<file path="src/design/assert_macros.svh">
// Assertion macros shared by the debounce and press classifier RTL.
// Depends on nothing; included by files that carry concurrent assertions.
`ifndef ASSERT_MACROS_SVH
`define ASSERT_MACROS_SVH

// Same-cycle implication, sampled on the rising clock edge.
`define BDPC_ASSERT_SAME(label, clk, rst, ante, cons) \
   label: assert property (@(posedge clk) disable iff (rst) (ante) |-> (cons)) \
      else $error("Same-cycle check failed.");

// Next-cycle implication, sampled on the rising clock edge.
`define BDPC_ASSERT_NEXT(label, clk, rst, ante, cons) \
   label: assert property (@(posedge clk) disable iff (rst) (ante) |=> (cons)) \
      else $error("Next-cycle check failed.");

`endif

</file>
<file path="src/design/bdpc_pkg.sv">
// Package for the button debounce and press classifier.
// Holds field widths, register indexes and reset values; depends on nothing.
package bdpc_pkg;

   localparam int TIME_WIDTH_DEF = 32;
   localparam int STAMP_W        = 32;
   localparam int DELAY_W        = 16;
   localparam int CSR_INDEX_W    = 2;

   typedef logic [CSR_INDEX_W-1:0] csr_index_type;
   typedef logic [DELAY_W-1:0]     delay_type;

   localparam csr_index_type REG_DEBOUNCE   = 2'd0;
   localparam csr_index_type REG_LONG_PRESS = 2'd1;

   localparam delay_type DEBOUNCE_RESET   = 16'd50;
   localparam delay_type LONG_PRESS_RESET = 16'd1000;

endpackage

</file>
<file path="src/design/bdpc_req_if.sv">
// Poll channel interface: raw button level and millisecond timestamp.
// Depends on bdpc_pkg.
interface bdpc_req_if;
   import bdpc_pkg::*;

   logic               valid;
   logic               ready;
   logic               raw_level;
   logic [STAMP_W-1:0] now_ms;

   modport source (output valid, output raw_level, output now_ms, input ready);
   modport sink   (input valid, input raw_level, input now_ms, output ready);
endinterface

</file>
<file path="src/design/bdpc_rsp_if.sv">
// Result channel interface: debounced level and press pulses.
// Depends on nothing beyond the language.
interface bdpc_rsp_if;
   logic valid;
   logic ready;
   logic pressed;
   logic short_press;
   logic long_press;

   modport source (output valid, output pressed, output short_press, output long_press,
                   input ready);
   modport sink   (input valid, input pressed, input short_press, input long_press,
                   output ready);
endinterface

</file>
<file path="src/design/bdpc_csr_if.sv">
// Register write channel interface: register index and write data.
// Depends on bdpc_pkg.
interface bdpc_csr_if;
   import bdpc_pkg::*;

   logic          valid;
   logic          ready;
   csr_index_type index;
   delay_type     data;

   modport source (output valid, output index, output data, input ready);
   modport sink   (input valid, input index, input data, output ready);
endinterface

</file>
<file path="src/design/button_debounce_press_classifier_top.sv">
// Channel     Dir  Beat contents
// req_bus     in   raw_level (active low), now_ms
// rsp_bus     out  pressed, short_press, long_press
// csr_bus     in   index, data (debounce_ms, long_press_ms)
//
// One poll beat is taken every cycle while the result channel does not stall; its result beat
// passes through one input register, the classifier and one result register before it is valid.
// Reset is synchronous and active high; it restores released state and default delays.
// A stalled result holds in the result register, and the input register then fills and
// drops req_bus.ready. Register writes are always taken.
// Depends on bdpc_pkg, the three channel interfaces and assert_macros.svh.
`include "assert_macros.svh"

module button_debounce_press_classifier_top #(
   parameter int TIME_WIDTH = bdpc_pkg::TIME_WIDTH_DEF
) (
   input logic        clock,
   input logic        reset,
   bdpc_req_if.sink   req_bus,
   bdpc_rsp_if.source rsp_bus,
   bdpc_csr_if.sink   csr_bus
);
   import bdpc_pkg::*;

   typedef logic [TIME_WIDTH-1:0] time_type;

   delay_type debounce_ff;
   delay_type long_ms_ff;

   logic     s1_valid_ff;
   logic     s1_raw_ff;
   time_type s1_now_ff;

   logic     prev_raw_ff;
   logic     stable_ff;
   time_type change_time_ff;
   time_type press_start_ff;
   logic     long_fired_ff;

   logic     rsp_valid_ff;
   logic     pressed_ff;
   logic     short_ff;
   logic     long_ff;

   logic     s1_advance;
   time_type change_time_in;
   time_type db_elapsed;
   time_type lp_elapsed;
   logic     db_accept;
   logic     new_press;
   logic     stable_in;
   time_type press_start_in;
   logic     long_fired_in;
   logic     short_in;
   logic     long_in;

   assign csr_bus.ready = 1'b1;

   always_ff @(posedge clock) begin
      if (reset) begin
         debounce_ff <= DEBOUNCE_RESET;
         long_ms_ff  <= LONG_PRESS_RESET;
      end else if (csr_bus.valid) begin
         if (csr_bus.index == REG_DEBOUNCE) begin
            debounce_ff <= csr_bus.data;
         end else if (csr_bus.index == REG_LONG_PRESS) begin
            long_ms_ff <= csr_bus.data;
         end
      end
   end

   assign s1_advance    = s1_valid_ff && (!rsp_valid_ff || rsp_bus.ready);
   assign req_bus.ready = !s1_valid_ff || s1_advance;

   always_ff @(posedge clock) begin
      if (reset) begin
         s1_valid_ff <= 1'b0;
      end else if (req_bus.ready) begin
         s1_valid_ff <= req_bus.valid;
      end
   end

   always_ff @(posedge clock) begin
      if (req_bus.valid && req_bus.ready) begin
         s1_raw_ff <= req_bus.raw_level;
         s1_now_ff <= TIME_WIDTH'(req_bus.now_ms);
      end
   end

   always_comb begin
      change_time_in = (s1_raw_ff != prev_raw_ff) ? s1_now_ff : change_time_ff;
      db_elapsed     = s1_now_ff - change_time_in;
      lp_elapsed     = s1_now_ff - press_start_ff;
      db_accept      = (db_elapsed > TIME_WIDTH'(debounce_ff)) && (s1_raw_ff != stable_ff);
      new_press      = db_accept && !s1_raw_ff;
      stable_in      = db_accept ? s1_raw_ff : stable_ff;
      press_start_in = new_press ? s1_now_ff : press_start_ff;
      short_in       = db_accept && s1_raw_ff && !long_fired_ff;
      long_in        = !stable_in && !long_fired_ff && !new_press &&
                       (lp_elapsed > TIME_WIDTH'(long_ms_ff));
      long_fired_in  = (long_fired_ff && !new_press) || long_in;
   end

   always_ff @(posedge clock) begin
      if (reset) begin
         prev_raw_ff    <= 1'b1;
         stable_ff      <= 1'b1;
         change_time_ff <= '0;
         press_start_ff <= '0;
         long_fired_ff  <= 1'b0;
      end else if (s1_advance) begin
         prev_raw_ff    <= s1_raw_ff;
         stable_ff      <= stable_in;
         change_time_ff <= change_time_in;
         press_start_ff <= press_start_in;
         long_fired_ff  <= long_fired_in;
      end
   end

   always_ff @(posedge clock) begin
      if (reset) begin
         rsp_valid_ff <= 1'b0;
      end else if (s1_advance) begin
         rsp_valid_ff <= 1'b1;
      end else if (rsp_bus.ready) begin
         rsp_valid_ff <= 1'b0;
      end
   end

   always_ff @(posedge clock) begin
      if (s1_advance) begin
         pressed_ff <= !stable_in;
         short_ff   <= short_in;
         long_ff    <= long_in;
      end
   end

   assign rsp_bus.valid       = rsp_valid_ff;
   assign rsp_bus.pressed     = pressed_ff;
   assign rsp_bus.short_press = short_ff;
   assign rsp_bus.long_press  = long_ff;

   `BDPC_ASSERT_SAME(a_pulses_exclusive, clock, reset, rsp_valid_ff, !(short_ff && long_ff))
   `BDPC_ASSERT_SAME(a_long_while_pressed, clock, reset, rsp_valid_ff && long_ff, pressed_ff)
   `BDPC_ASSERT_NEXT(a_long_marks_fired, clock, reset, s1_advance && long_in, long_fired_ff)
   `BDPC_ASSERT_SAME(a_stall_from_input_reg, clock, reset, !req_bus.ready, s1_valid_ff && rsp_valid_ff)

endmodule
</file>
<file path="src/flat_wrapper.sv">
// flat-port wrapper written by rule: the top's interface ports become plain ports
module button_debounce_press_classifier_top_flat import bdpc_pkg::*;
#(
   parameter int TIME_WIDTH = bdpc_pkg::TIME_WIDTH_DEF
)
  (clock, reset, req_bus_valid, req_bus_raw_level, req_bus_now_ms, req_bus_ready, rsp_bus_valid, rsp_bus_pressed, rsp_bus_short_press, rsp_bus_long_press, rsp_bus_ready, csr_bus_valid, csr_bus_index, csr_bus_data, csr_bus_ready);
  bdpc_req_if req_bus_i ();
  bdpc_rsp_if rsp_bus_i ();
  bdpc_csr_if csr_bus_i ();
  input logic clock;
  input logic reset;
  input wire logic [$bits(req_bus_i.valid)-1:0] req_bus_valid;
  input wire logic [$bits(req_bus_i.raw_level)-1:0] req_bus_raw_level;
  input wire logic [$bits(req_bus_i.now_ms)-1:0] req_bus_now_ms;
  output wire logic [$bits(req_bus_i.ready)-1:0] req_bus_ready;
  output wire logic [$bits(rsp_bus_i.valid)-1:0] rsp_bus_valid;
  output wire logic [$bits(rsp_bus_i.pressed)-1:0] rsp_bus_pressed;
  output wire logic [$bits(rsp_bus_i.short_press)-1:0] rsp_bus_short_press;
  output wire logic [$bits(rsp_bus_i.long_press)-1:0] rsp_bus_long_press;
  input wire logic [$bits(rsp_bus_i.ready)-1:0] rsp_bus_ready;
  input wire logic [$bits(csr_bus_i.valid)-1:0] csr_bus_valid;
  input wire logic [$bits(csr_bus_i.index)-1:0] csr_bus_index;
  input wire logic [$bits(csr_bus_i.data)-1:0] csr_bus_data;
  output wire logic [$bits(csr_bus_i.ready)-1:0] csr_bus_ready;
  assign req_bus_i.valid = req_bus_valid;
  assign req_bus_i.raw_level = req_bus_raw_level;
  assign req_bus_i.now_ms = req_bus_now_ms;
  assign req_bus_ready = req_bus_i.ready;
  assign rsp_bus_valid = rsp_bus_i.valid;
  assign rsp_bus_pressed = rsp_bus_i.pressed;
  assign rsp_bus_short_press = rsp_bus_i.short_press;
  assign rsp_bus_long_press = rsp_bus_i.long_press;
  assign rsp_bus_i.ready = rsp_bus_ready;
  assign csr_bus_i.valid = csr_bus_valid;
  assign csr_bus_i.index = csr_bus_index;
  assign csr_bus_i.data = csr_bus_data;
  assign csr_bus_ready = csr_bus_i.ready;
  button_debounce_press_classifier_top #(.TIME_WIDTH(TIME_WIDTH)) u_core (.clock(clock), .reset(reset), .req_bus(req_bus_i), .rsp_bus(rsp_bus_i), .csr_bus(csr_bus_i));
endmodule
</file>
<file path="config.mk">
export PLATFORM = sky130hd
export DESIGN_NAME = button_debounce_press_classifier_top_flat
export DESIGN_NICKNAME = d
export VERILOG_FILES = /design/src/design/bdpc_pkg.sv /design/src/design/bdpc_req_if.sv /design/src/design/bdpc_rsp_if.sv /design/src/design/bdpc_csr_if.sv /design/src/design/button_debounce_press_classifier_top.sv /design/src/flat_wrapper.sv
export VERILOG_INCLUDE_DIRS = /design/src /design/src/design
export SDC_FILE = /design/constraint.sdc
export NUM_CORES = 1
export LEC_CHECK = 0
export ABC_CLOCK_PERIOD_IN_PS = 7430
export BUFFER_PORTS_ARGS = -buffer_cell sky130_fd_sc_hd__buf_2
export CAP_MARGIN = 25
export CORE_MARGIN = 3
export CORE_UTILIZATION = 50
export CTS_BUF_LIST = sky130_fd_sc_hd__clkbuf_16
export DETAILED_ROUTE_END_ITERATION = 8
export PLACE_DENSITY_LB_ADDON = 0.12
export REMOVE_ABC_BUFFERS = 1
export SLEW_MARGIN = 20
export SYNTH_ARGS = -nofsm -noshare
export SYNTH_HDL_FRONTEND = slang
export SYNTH_SLANG_ARGS = --single-unit
</file>
<file path="constraint.sdc">
create_clock -name clock -period 7.43 [get_ports clock]
set_input_delay 0.743 -clock clock [delete_from_list [all_inputs] [get_ports clock]]
set_output_delay 0.743 -clock clock [all_outputs]
set_load 0.02 [all_outputs]
</file>
# Word level (Yosys, flattened, before mapping)
# Index checks and enable logic that the tools add are counted.
# W data, S select, Z words.
[totals]
regBits = 137
[classes]
n_reduce_logical = 24
n_lt_le_gt_ge = 2
n_mux = 4
n_eq_ne = 3
n_addsub = 2
bitwise = 1
[ops]
columns = ["cell", "n"]
rows = [
  ["$gt A32 B16 Y1", 2],
  ["$sub A32 B32 Y32", 2],
  ["$mux W32", 1],
  ["$logic_and A1 B1 Y1", 10],
  ["$logic_not A1 Y1", 6],
  ["$reduce_and A2 Y1", 2],
  ["$logic_or A1 B1 Y1", 3],
  ["$mux W1", 3],
  ["$reduce_and A3 Y1", 1],
  ["$eq A2 B1 Y1 const B", 1],
  ["$logic_not A2 Y1", 1],
  ["$ne A1 B1 Y1", 2],
  ["$reduce_bool A2 Y1", 1],
  ["$not A1 Y1", 1],
]

# Depth between registers and ports, before layout
# Gate-level depths: netlist (run 1).
[logic_depth]
depth_word = 11
ltp_mapped = 27

# Least setup slack after synthesis (run 1)
# OpenSTA, ideal clock, no wires.
[synth_path]
path_type = "register to register"
startpoint = "reg u_core.s1_raw_ff"
endpoint = "reg u_core.press_start_ff[10]"
setup_slack_ps = 1482
path_stages_with_launch = 25
required_ps = 7302
period_less_slack_ps = 5948
arrival_time_ps = 5821
path_cell_list = "edfxtp_1 xor2_1 buf_4 buf_2 buf_1 clkbuf_1 mux2i_1 ha_1 clkbuf_1 a21o_1 a21o_1 a31o_2 a21oi_1 xnor2_1 ha_1 a221o_1 a221oi_1 o32a_1 o2111ai_1 a2111oi_2 nand4_2 o31ai_4 buf_6 mux2i_1 nor2_1"
[synth_between]
elab_chain_cells = 7
[synth_rtl]
columns = ["item", "line_no", "rtl"]
rows = [
  ["start, declared", "button_debounce_press_classifier_top.sv:31", "logic s1_raw_ff;"],
  ["start signal, assigned", "button_debounce_press_classifier_top.sv:85", "s1_raw_ff <= req_bus.raw_level;"],
  ["$ne A1 B1 Y1", "button_debounce_press_classifier_top.sv:91", "change_time_in = (s1_raw_ff != prev_raw_ff) ? s1_now_ff : change_time_ff;"],
  ["$mux W32", "button_debounce_press_classifier_top.sv:91", ""],
  ["$sub A32 B32 Y32", "button_debounce_press_classifier_top.sv:92", "db_elapsed = s1_now_ff - change_time_in;"],
  ["$gt A32 B16 Y1", "button_debounce_press_classifier_top.sv:94", "db_accept = (db_elapsed > TIME_WIDTH'(debounce_ff)) && (s1_raw_ff != stable_ff);"],
  ["$logic_and A1 B1 Y1", "button_debounce_press_classifier_top.sv:94", ""],
  ["$logic_and A1 B1 Y1 (*)", "button_debounce_press_classifier_top.sv:95", "new_press = db_accept && !s1_raw_ff;"],
  ["$reduce_and A2 Y1 (no line) (*)", "n/a", ""],
  ["end signal, assigned", "button_debounce_press_classifier_top.sv:115", "press_start_ff <= press_start_in;"],
  ["end, declared", "button_debounce_press_classifier_top.sv:37", "time_type press_start_ff;"],
]
# Every way passes the cells marked *; elsewhere a longest branch is shown, timed or not.
# A chain may end at the register's enable or synchronous reset.

# Final worst setup path (run 1)
[layout_path]
startpoint = "reg u_core.s1_raw_ff"
endpoint = "reg u_core.press_start_ff[2]"
[layout_between]
elab_chain_cells = 7
[layout_rtl]
columns = ["item", "line_no", "rtl"]
rows = [
  ["$ne A1 B1 Y1", "button_debounce_press_classifier_top.sv:91", ""],
  ["$mux W32", "button_debounce_press_classifier_top.sv:91", ""],
  ["named net u_core.change_time_in[0]", "button_debounce_press_classifier_top.sv:46", "time_type change_time_in;"],
  ["$sub A32 B32 Y32", "button_debounce_press_classifier_top.sv:92", ""],
  ["$gt A32 B16 Y1", "button_debounce_press_classifier_top.sv:94", ""],
  ["$logic_and A1 B1 Y1", "button_debounce_press_classifier_top.sv:94", ""],
  ["$logic_and A1 B1 Y1", "button_debounce_press_classifier_top.sv:95", ""],
  ["$reduce_and A2 Y1 (no line)", "n/a", ""],
]
# The timed path passes the listed nets, and every way through them passes these cells.

==> impl_metrics.tcl, run 1 <==
set metrics [dict create \
    outcome "finished clean" \
    cap_violations 0 \
    pin_count 62 \
    synthesis.area_mm2 0.01007 \
    hold_viol_final 0 \
    nFillCells 1927 \
    grt_overflow 0 \
    drc 0 \
    dieArea_mm2 0.02189 \
    cts_resized 0 \
    grtUsageTotal 0.2569 \
    cts_inserted_buffers 17 \
    area_delta_synth_final_pct 10.57 \
    powerDensity_mw_per_mm2 215.1 \
    ant_nets 0 \
    seq_area_frac_synth 0.3080 \
    cts_tree "done" \
    worstPathMaxFanout 34 \
    final_util 0.5668 \
    wl_mm 28.08 \
    ys_ff_latch 137 \
    period_minus_slack_ns 6.389 \
    p_switching_mw 0.8179 \
    dieWidth_um 148.0 \
    critPathRequiredTime_ns 7.72 \
    grt_first_pass_wirelength_mm 45.02 \
    yosys-top-cells-area "dfxtp_1 (20%), edfxtp_1 (11%), ha_1 (10%)" \
    numPortBuffers 60 \
    rsz0062_at_grt "no" \
    clkSinkCount 137 \
    die_h_um 148.0 \
    clkPwrFrac 0.356 \
    place_hpwl_mm 21.70 \
    synth_top_area_frac 0.2007 \
    core_region_area_mm2 0.01965 \
    synth.avg_cell_area_um2 8.073 \
    wl_per_cell_um 18.02 \
    crit_arrival_ns 6.67 \
    start_util 0.5126 \
    async_flop_share 0 \
    switching_share 0.3414 \
    peakVddDrop_v 0.0001627 \
    clkTransAtPathRegs_ns 0.06 \
    num_rows 51 \
    pwr-share-comb 0.295 \
    p_int_mw 1.578 \
    p_leak_nw 4.532 \
    cp-end-kind "flip-flop" \
    rrSetupSlack_ns 1.04 \
    cts_hold_buf 0 \
    final_cells 1558 \
    relSlewSlack 0.2905 \
    seq_power_share 0.349 \
    gp_congestion 0.9613 \
    yosysWarnings 0 \
    clock_latency_ns 0.42 \
    finalMaxSlewViolations 0 \
    grt_antenna_before_repair 0 \
    ys.flop_type "dfxtp_1" \
    setup_viol 0 \
    syn_inst 1248 \
    vias_per_cell 5.892 \
    dp.cells 1526 \
    drive_gt1_frac 0.09358 \
    grt_max_degree 58 \
    hold_ws_ns 0.4550 \
    cts.path.max_buffers 2 \
    postCtsSetupBuffers 0 \
    synth_edf_count 36 \
    synth_top_area_cell "dfxtp_1" \
    htreeDepth 4 \
    startpoint_type "flip-flop" \
    worstMarginPinSlew_ns 1.037 \
    grt_pass1_vias 8472 \
    dp_slack_ns 1.093 \
    fmax_mhz 156.5 \
    diodes 0 \
    finalWorstSetupSlack_ns 1.041 \
    final_nets 1421 \
    fin_skew_ns 0.01181 \
    ys_top_cells_by_count "nand2_1 (187), a21oi_1 (139), dfxtp_1 (101)" \
    critPathKind "flip-flop to flip-flop" \
    first_pass_iters 5 \
    period_share 0.8599 \
    root_buffer "clkbuf_16" \
    drtIter0Drc 742 \
    synth_most_common_cell "nand2_1" \
    hold_class "flip-flop to flip-flop" \
    synthDistinctLibCells 84 \
    vias 9180 \
]
-- per-stage QoR --
stage | instance area (um^2) | setup TNS [ns] | power (mW)
2_1_floorplan | 9839 | -27.94 | 1.355
3_3_place_gp | 10550 | 0 | 1.540
3_5_place_dp | 10550 | 0 | 1.543
4_1_cts | 11140 | 0 | 2.400
5_1_grt | 11140 | 0 | 2.530
6_report | 11140 | 0 | 2.396
-- layout make-up --
type | instances | area (um^2) | area share
Timing Repair Buffer | 67 | 352.8 | 0.03167
Inverter | 89 | 334.1 | 0.02999
Tap cell | 265 | 331.6 | 0.02977
Multi-Input combinational cell | 968 | 6430 | 0.5772
Sequential cell | 137 | 3103 | 0.2786
Clock buffer | 17 | 425.4 | 0.03819
Clock inverter | 15 | 162.7 | 0.01460
-- logic make-up (layout without fill, tap and decap cells) --
group,Yosys count,after routing,share of synthesized area
AND/OR/NAND/NOR,405,405,0.1867
other,1,1,0.0003722
adder cells (fa/ha/maj),86,86,0.1073
AO/OA/AOI/OAI,366,366,0.2373
multiplexers,59,59,0.05874
XOR/XNOR,51,51,0.04508
flip-flops,137,137,0.3080
buffers and inverters,143,188,0.05651
-- power by group through the flow --
stage / logic [mW] / registers [mW] / clock network [mW]
after detailed placement: 0.692 / 0.851 / 0
final: 0.707 / 0.836 / 0.853
after global placement: 0.690 / 0.850 / 0
after global routing: 0.789 / 0.840 / 0.901
after CTS: 0.697 / 0.835 / 0.868
after floorplan: 0.516 / 0.839 / 0
-- worst max-delay path, cell delays in order, from the launching register on --
cell,delay (ns)
edfxtp_1,0.53
xnor2_2,0.18
buf_4,0.20
nand2_1,0.08
o21ai_0,0.08
ha_1,0.21
or3_1,0.41
a311oi_1,0.53
nor3_1,0.19
o21bai_1,0.27
xnor2_1,0.15
ha_1,0.26
a2111oi_0,0.38
o21ai_0,0.14
a221o_1,0.31
a221oi_1,0.35
o32a_1,0.22
o2111ai_1,0.13
a2111oi_2,0.35
nand4_2,0.21
o31ai_4,0.20
buf_4,0.51
mux2i_1,0.27
nor2_1,0.05
-- layout by cell type, fill, tap and decap left out, types with 18 or more instances in the layout --
cell,n
xnor2_1,35
o211ai_1,18
dfxtp_1,101
nand2_1,187
ha_1,84
a21oi_1,139
a21o_1,29
buf_2,60
nor2_1,87
mux2i_1,58
edfxtp_1,36
inv_1,88
nand4_1,20
o21ai_0,45
-- routing by layer --
layer / track usage / share of wire / vias to the layer above / wire (um)
li1: - / - / 4586 / -
met5: 0 / 0 / - / 0
met4: 0.08268 / 0.025 / 0 / 711
met2: 0.3664 / 0.42 / 273 / 11700
met3: 0.03525 / 0.056 / 41 / 1580
met1: 0.3982 / 0.50 / 4280 / 14090
-- registers in the layout (all words and copies together), names as in the netlist --
name	flops
u_core.change_time_ff	32
u_core.press_start_ff	32
u_core.s1_now_ff	32
u_core.debounce_ff	16
u_core.long_ms_ff	16
u_core.long_fired_ff	1
u_core.prev_raw_ff	1
u_core.rsp_bus.long_press	1
u_core.rsp_bus.pressed	1
u_core.rsp_bus.short_press	1
u_core.rsp_bus.valid	1
u_core.s1_raw_ff	1
u_core.s1_valid_ff	1
u_core.stable_ff	1
-- final timing paths --
| check | start | endpoint | cells after the start |
|---|---|---|---|
| max | u_core.s1_raw_ff$_DFFE_PP_ | u_core.press_start_ff[2]$_SDFFE_PP0P_ | 23 |
| min | u_core.change_time_ff[16]$_SDFFE_PP0P_ | u_core.change_time_ff[16]$_SDFFE_PP0P_ | 2 |
| max reg2reg | u_core.s1_raw_ff$_DFFE_PP_ | u_core.press_start_ff[2]$_SDFFE_PP0P_ | 23 |
| min reg2reg | u_core.change_time_ff[16]$_SDFFE_PP0P_ | u_core.change_time_ff[16]$_SDFFE_PP0P_ | 2 |
Power figures use the tool's default switching activity.
==> run 2: changes to the inputs <==
Settings changed: ABC_AREA set to 1.
==> run 2 against run 1 <==
Net effect:
- design area is 0.69% higher
- worst hold slack better by 0.010 ns
- via count is 2.9% higher
- cell count is 17% higher
- register-to-register slack better by 0.99 ns
- clock skew is 0.00074 ns higher
- synthesized area is 0.31% higher
- global-route usage is 1.3 points lower
- clock power is 2% higher
- synthesized cell count is 20% higher
- first-iteration DRC count is 1.5% lower
- sequential share of layout area is 0.19 points lower
==> impl_metrics.tcl, run 2 <==
set metrics [dict create \
    root_buffer "clkbuf_16" \
    cp-end-kind "flip-flop" \
    period_minus_slack_ns 5.398 \
    yosysWarnings 0 \
    grt_antenna_before_repair 0 \
    worstMarginPinSlew_ns 0.9411 \
    worstPathMaxFanout 36 \
    timing.rr.start "u_core.s1_raw_ff$_DFFE_PP_" \
    vias 9445 \
    hold_path_depth 2 \
    fin_skew_ns 0.01255 \
    relSlewSlack 0.3711 \
    cts_resized 0 \
    vias_per_cell 5.175 \
    ys.flop_type "dfxtp_1" \
    outcome "finished clean" \
    drtIter0Drc 731 \
    synthesis.area_mm2 0.01011 \
    cap_violations 0 \
    dieWidth_um 148.2 \
    first_pass_iters 5 \
    ff2ff_path_depth 31 \
    seq_area_frac_synth 0.3070 \
    rsz0062_at_grt "no" \
    grt_overflow 0 \
    setup_viol 0 \
    synth.avg_cell_area_um2 6.769 \
    critPathRequiredTime_ns 7.78 \
    grt_max_degree 91 \
    hold_viol_final 0 \
    startpoint_type "flip-flop" \
    pin_count 62 \
    synth_most_common_cell "nand2_1" \
    postCtsSetupBuffers 0 \
    tns_ns 0 \
    cts.path.max_buffers 2 \
    final_common_cell "nand2_1" \
    ys_ff_latch 137 \
    htreeDepth 4 \
    syn_inst 1493 \
    peakVddDrop_v 0.0001741 \
    grt_first_pass_wirelength_mm 43.17 \
    start_util 0.5142 \
    ant_nets 0 \
    clkSinkCount 137 \
    drc 0 \
    pwr-share-comb 0.304 \
    clkPwrFrac 0.352 \
    synth_top_area_frac 0.2001 \
    fmax_mhz 185.2 \
    critPathKind "flip-flop to flip-flop" \
    reg.largest.list "u_core.change_time_ff x32, u_core.press_start_ff x32, u_core.s1_now_ff x32" \
    finalMaxSlewViolations 0 \
    yosys-top-cells-area "dfxtp_1 (20%), nand2_1 (14%), edfxtp_1 (11%)" \
    place_hpwl_mm 21.06 \
    powerDensity_mw_per_mm2 219.5 \
    ys_top_cells_by_count "nand2_1 (383), inv_1 (237), nor2_1 (166)" \
    cts_tree "done" \
    clkTransAtPathRegs_ns 0.07 \
    grtUsageTotal 0.2443 \
    cts_hold_buf 0 \
    crit_arrival_ns 5.75 \
    holdPathEnd "u_core.debounce_ff[2]$_SDFFE_PP0P_" \
    rrSetupSlack_ns 2.03 \
    area_delta_synth_final_pct 10.98 \
    clock_latency_ns 0.42 \
    reg2reg_to "u_core.press_start_ff[20]$_SDFFE_PP0P_" \
    critPathSlowestCell "nand4_2" \
    gp_congestion 0.9279 \
    final_util 0.5707 \
    period_share 0.7265 \
    final_nets 1688 \
    final_cell_mix "nand2_1 (383), inv_1 (239), nor2_1 (166), a21oi_1 (107), dfxtp_1 (101)" \
    wl_mm 26.70 \
    die_h_um 148.2 \
    synth_top_area_cell "dfxtp_1" \
    p_switching_mw 0.8485 \
    async_flop_share 0 \
    drive_gt1_frac 0.08718 \
    critPathMaxStageDelay_ns 0.71 \
    synth_edf_count 36 \
    dieArea_mm2 0.02195 \
    crit_top_cell "nand2_1" \
    switching_share 0.3447 \
    diodes 0 \
    wl_per_cell_um 14.63 \
    cts_inserted_buffers 17 \
    num_rows 51 \
    grt_pass1_vias 8753 \
    core_region_area_mm2 0.01965 \
    hp-start "u_core.debounce_ff[2]$_SDFFE_PP0P_" \
    p_int_mw 1.613 \
    synthDistinctLibCells 45 \
    hold_class "flip-flop to flip-flop" \
    seq_power_share 0.343 \
    numPortBuffers 60 \
    p_leak_nw 5.724 \
]
[run 2: cell count changes after synthesis, sizes merged, moves of 16 or more]
cell	previous run	this run
xnor2	36	10
nand2	187	388
o211ai	18	45
xor2	15	32
clkbuf	46	17
nand3	14	71
a21oi	139	108
nor2b	16	0
nand2b	17	0
nor2	88	171
mux2i	58	19
o21ai	49	71
a21o	29	3
inv	88	251
[run 2: worst max-delay path, delay by kind of cell, from the launching register on]
family                   cells  cell delay (ns)
AO/OA/AOI/OAI                4             0.48
XOR/XNOR                     1             0.15
adder cells (fa/ha/maj)      2             0.60
buffers and inverters        5             1.17
flip-flops                   1             0.44
multiplexers                 1             0.28
AND/OR/NAND/NOR             18             2.17
[run 2: per-stage QoR]
| step | instances | power (mW) | setup WS, ns | cell area [um^2] | hold slack [ns] |
|---|---|---|---|---|---|
| floorplan | 1462 | 1.408 | 2.589 | 9936 | 0.4376 |
| global placement | 1793 | 1.588 | 2.402 | 10610 | 0.4591 |
| detailed placement | 1793 | 1.598 | 2.172 | 10610 | 0.4575 |
| CTS | 1825 | 2.468 | 2.090 | 11220 | 0.4665 |
| global route | 1825 | 2.616 | 1.483 | 11220 | 0.4782 |
| finish | 1825 | 2.462 | 2.032 | 11220 | 0.4651 |
[run 2: cell families (layout without fill, tap and decap cells)]
group,Yosys count,after routing,synth area share
AND/OR/NAND/NOR,677,677,0.2797
buffers and inverters,283,350,0.1104
AO/OA/AOI/OAI,249,249,0.1413
flip-flops,137,137,0.3070
adder cells (fa/ha/maj),85,85,0.1060
XOR/XNOR,42,42,0.03640
multiplexers,19,19,0.01882
other,1,1,0.0003711
[run 2: layout make-up]
| type | instances | area, um^2 |
|---|---|---|
| Inverter | 252 | 945.9 |
| Fill cell | 2023 | 8438 |
| Timing Repair Buffer | 66 | 345.3 |
| Clock buffer | 17 | 425.4 |
| Multi-Input combinational cell | 1073 | 5887 |
| Clock inverter | 15 | 177.7 |
| Tap cell | 265 | 331.6 |
| Sequential cell | 137 | 3103 |
[run 2: worst max-delay path by stage]
stage | start | end | slack [ns] | cells past startpoint
after detailed placement | u_core.s1_raw_ff$_DFFE_PP_ | u_core.press_start_ff[21]$_SDFFE_PP0P_ | 2.17 | 31
final | u_core.s1_raw_ff$_DFFE_PP_ | u_core.press_start_ff[20]$_SDFFE_PP0P_ | 2.03 | 31
after CTS | u_core.s1_raw_ff$_DFFE_PP_ | u_core.press_start_ff[20]$_SDFFE_PP0P_ | 2.09 | 31
after global placement | u_core.s1_raw_ff$_DFFE_PP_ | u_core.press_start_ff[1]$_SDFFE_PP0P_ | 2.40 | 31
after floorplan | u_core.s1_raw_ff$_DFFE_PP_ | u_core.press_start_ff[0]$_SDFFE_PP0P_ | 2.59 | 28
after global routing | u_core.s1_raw_ff$_DFFE_PP_ | u_core.press_start_ff[9]$_SDFFE_PP0P_ | 1.48 | 31
[run 2: power groups by stage]
stage / clock [mW] / sequential, mW / combinational (mW)
2_1_floorplan: 0 / 0.848 / 0.560
3_3_place_gp: 0 / 0.859 / 0.729
3_5_place_dp: 0 / 0.860 / 0.738
4_1_cts: 0.880 / 0.844 / 0.743
5_1_grt: 0.912 / 0.849 / 0.855
6_report: 0.867 / 0.845 / 0.750
[run 2: metal layers]
metal / GRT usage / wire length (um)
met2: 0.3859 / 11800
met3: 0.03199 / 1290
met5: 0 / 0
met4: 0.06328 / 408
met1: 0.3543 / 13210
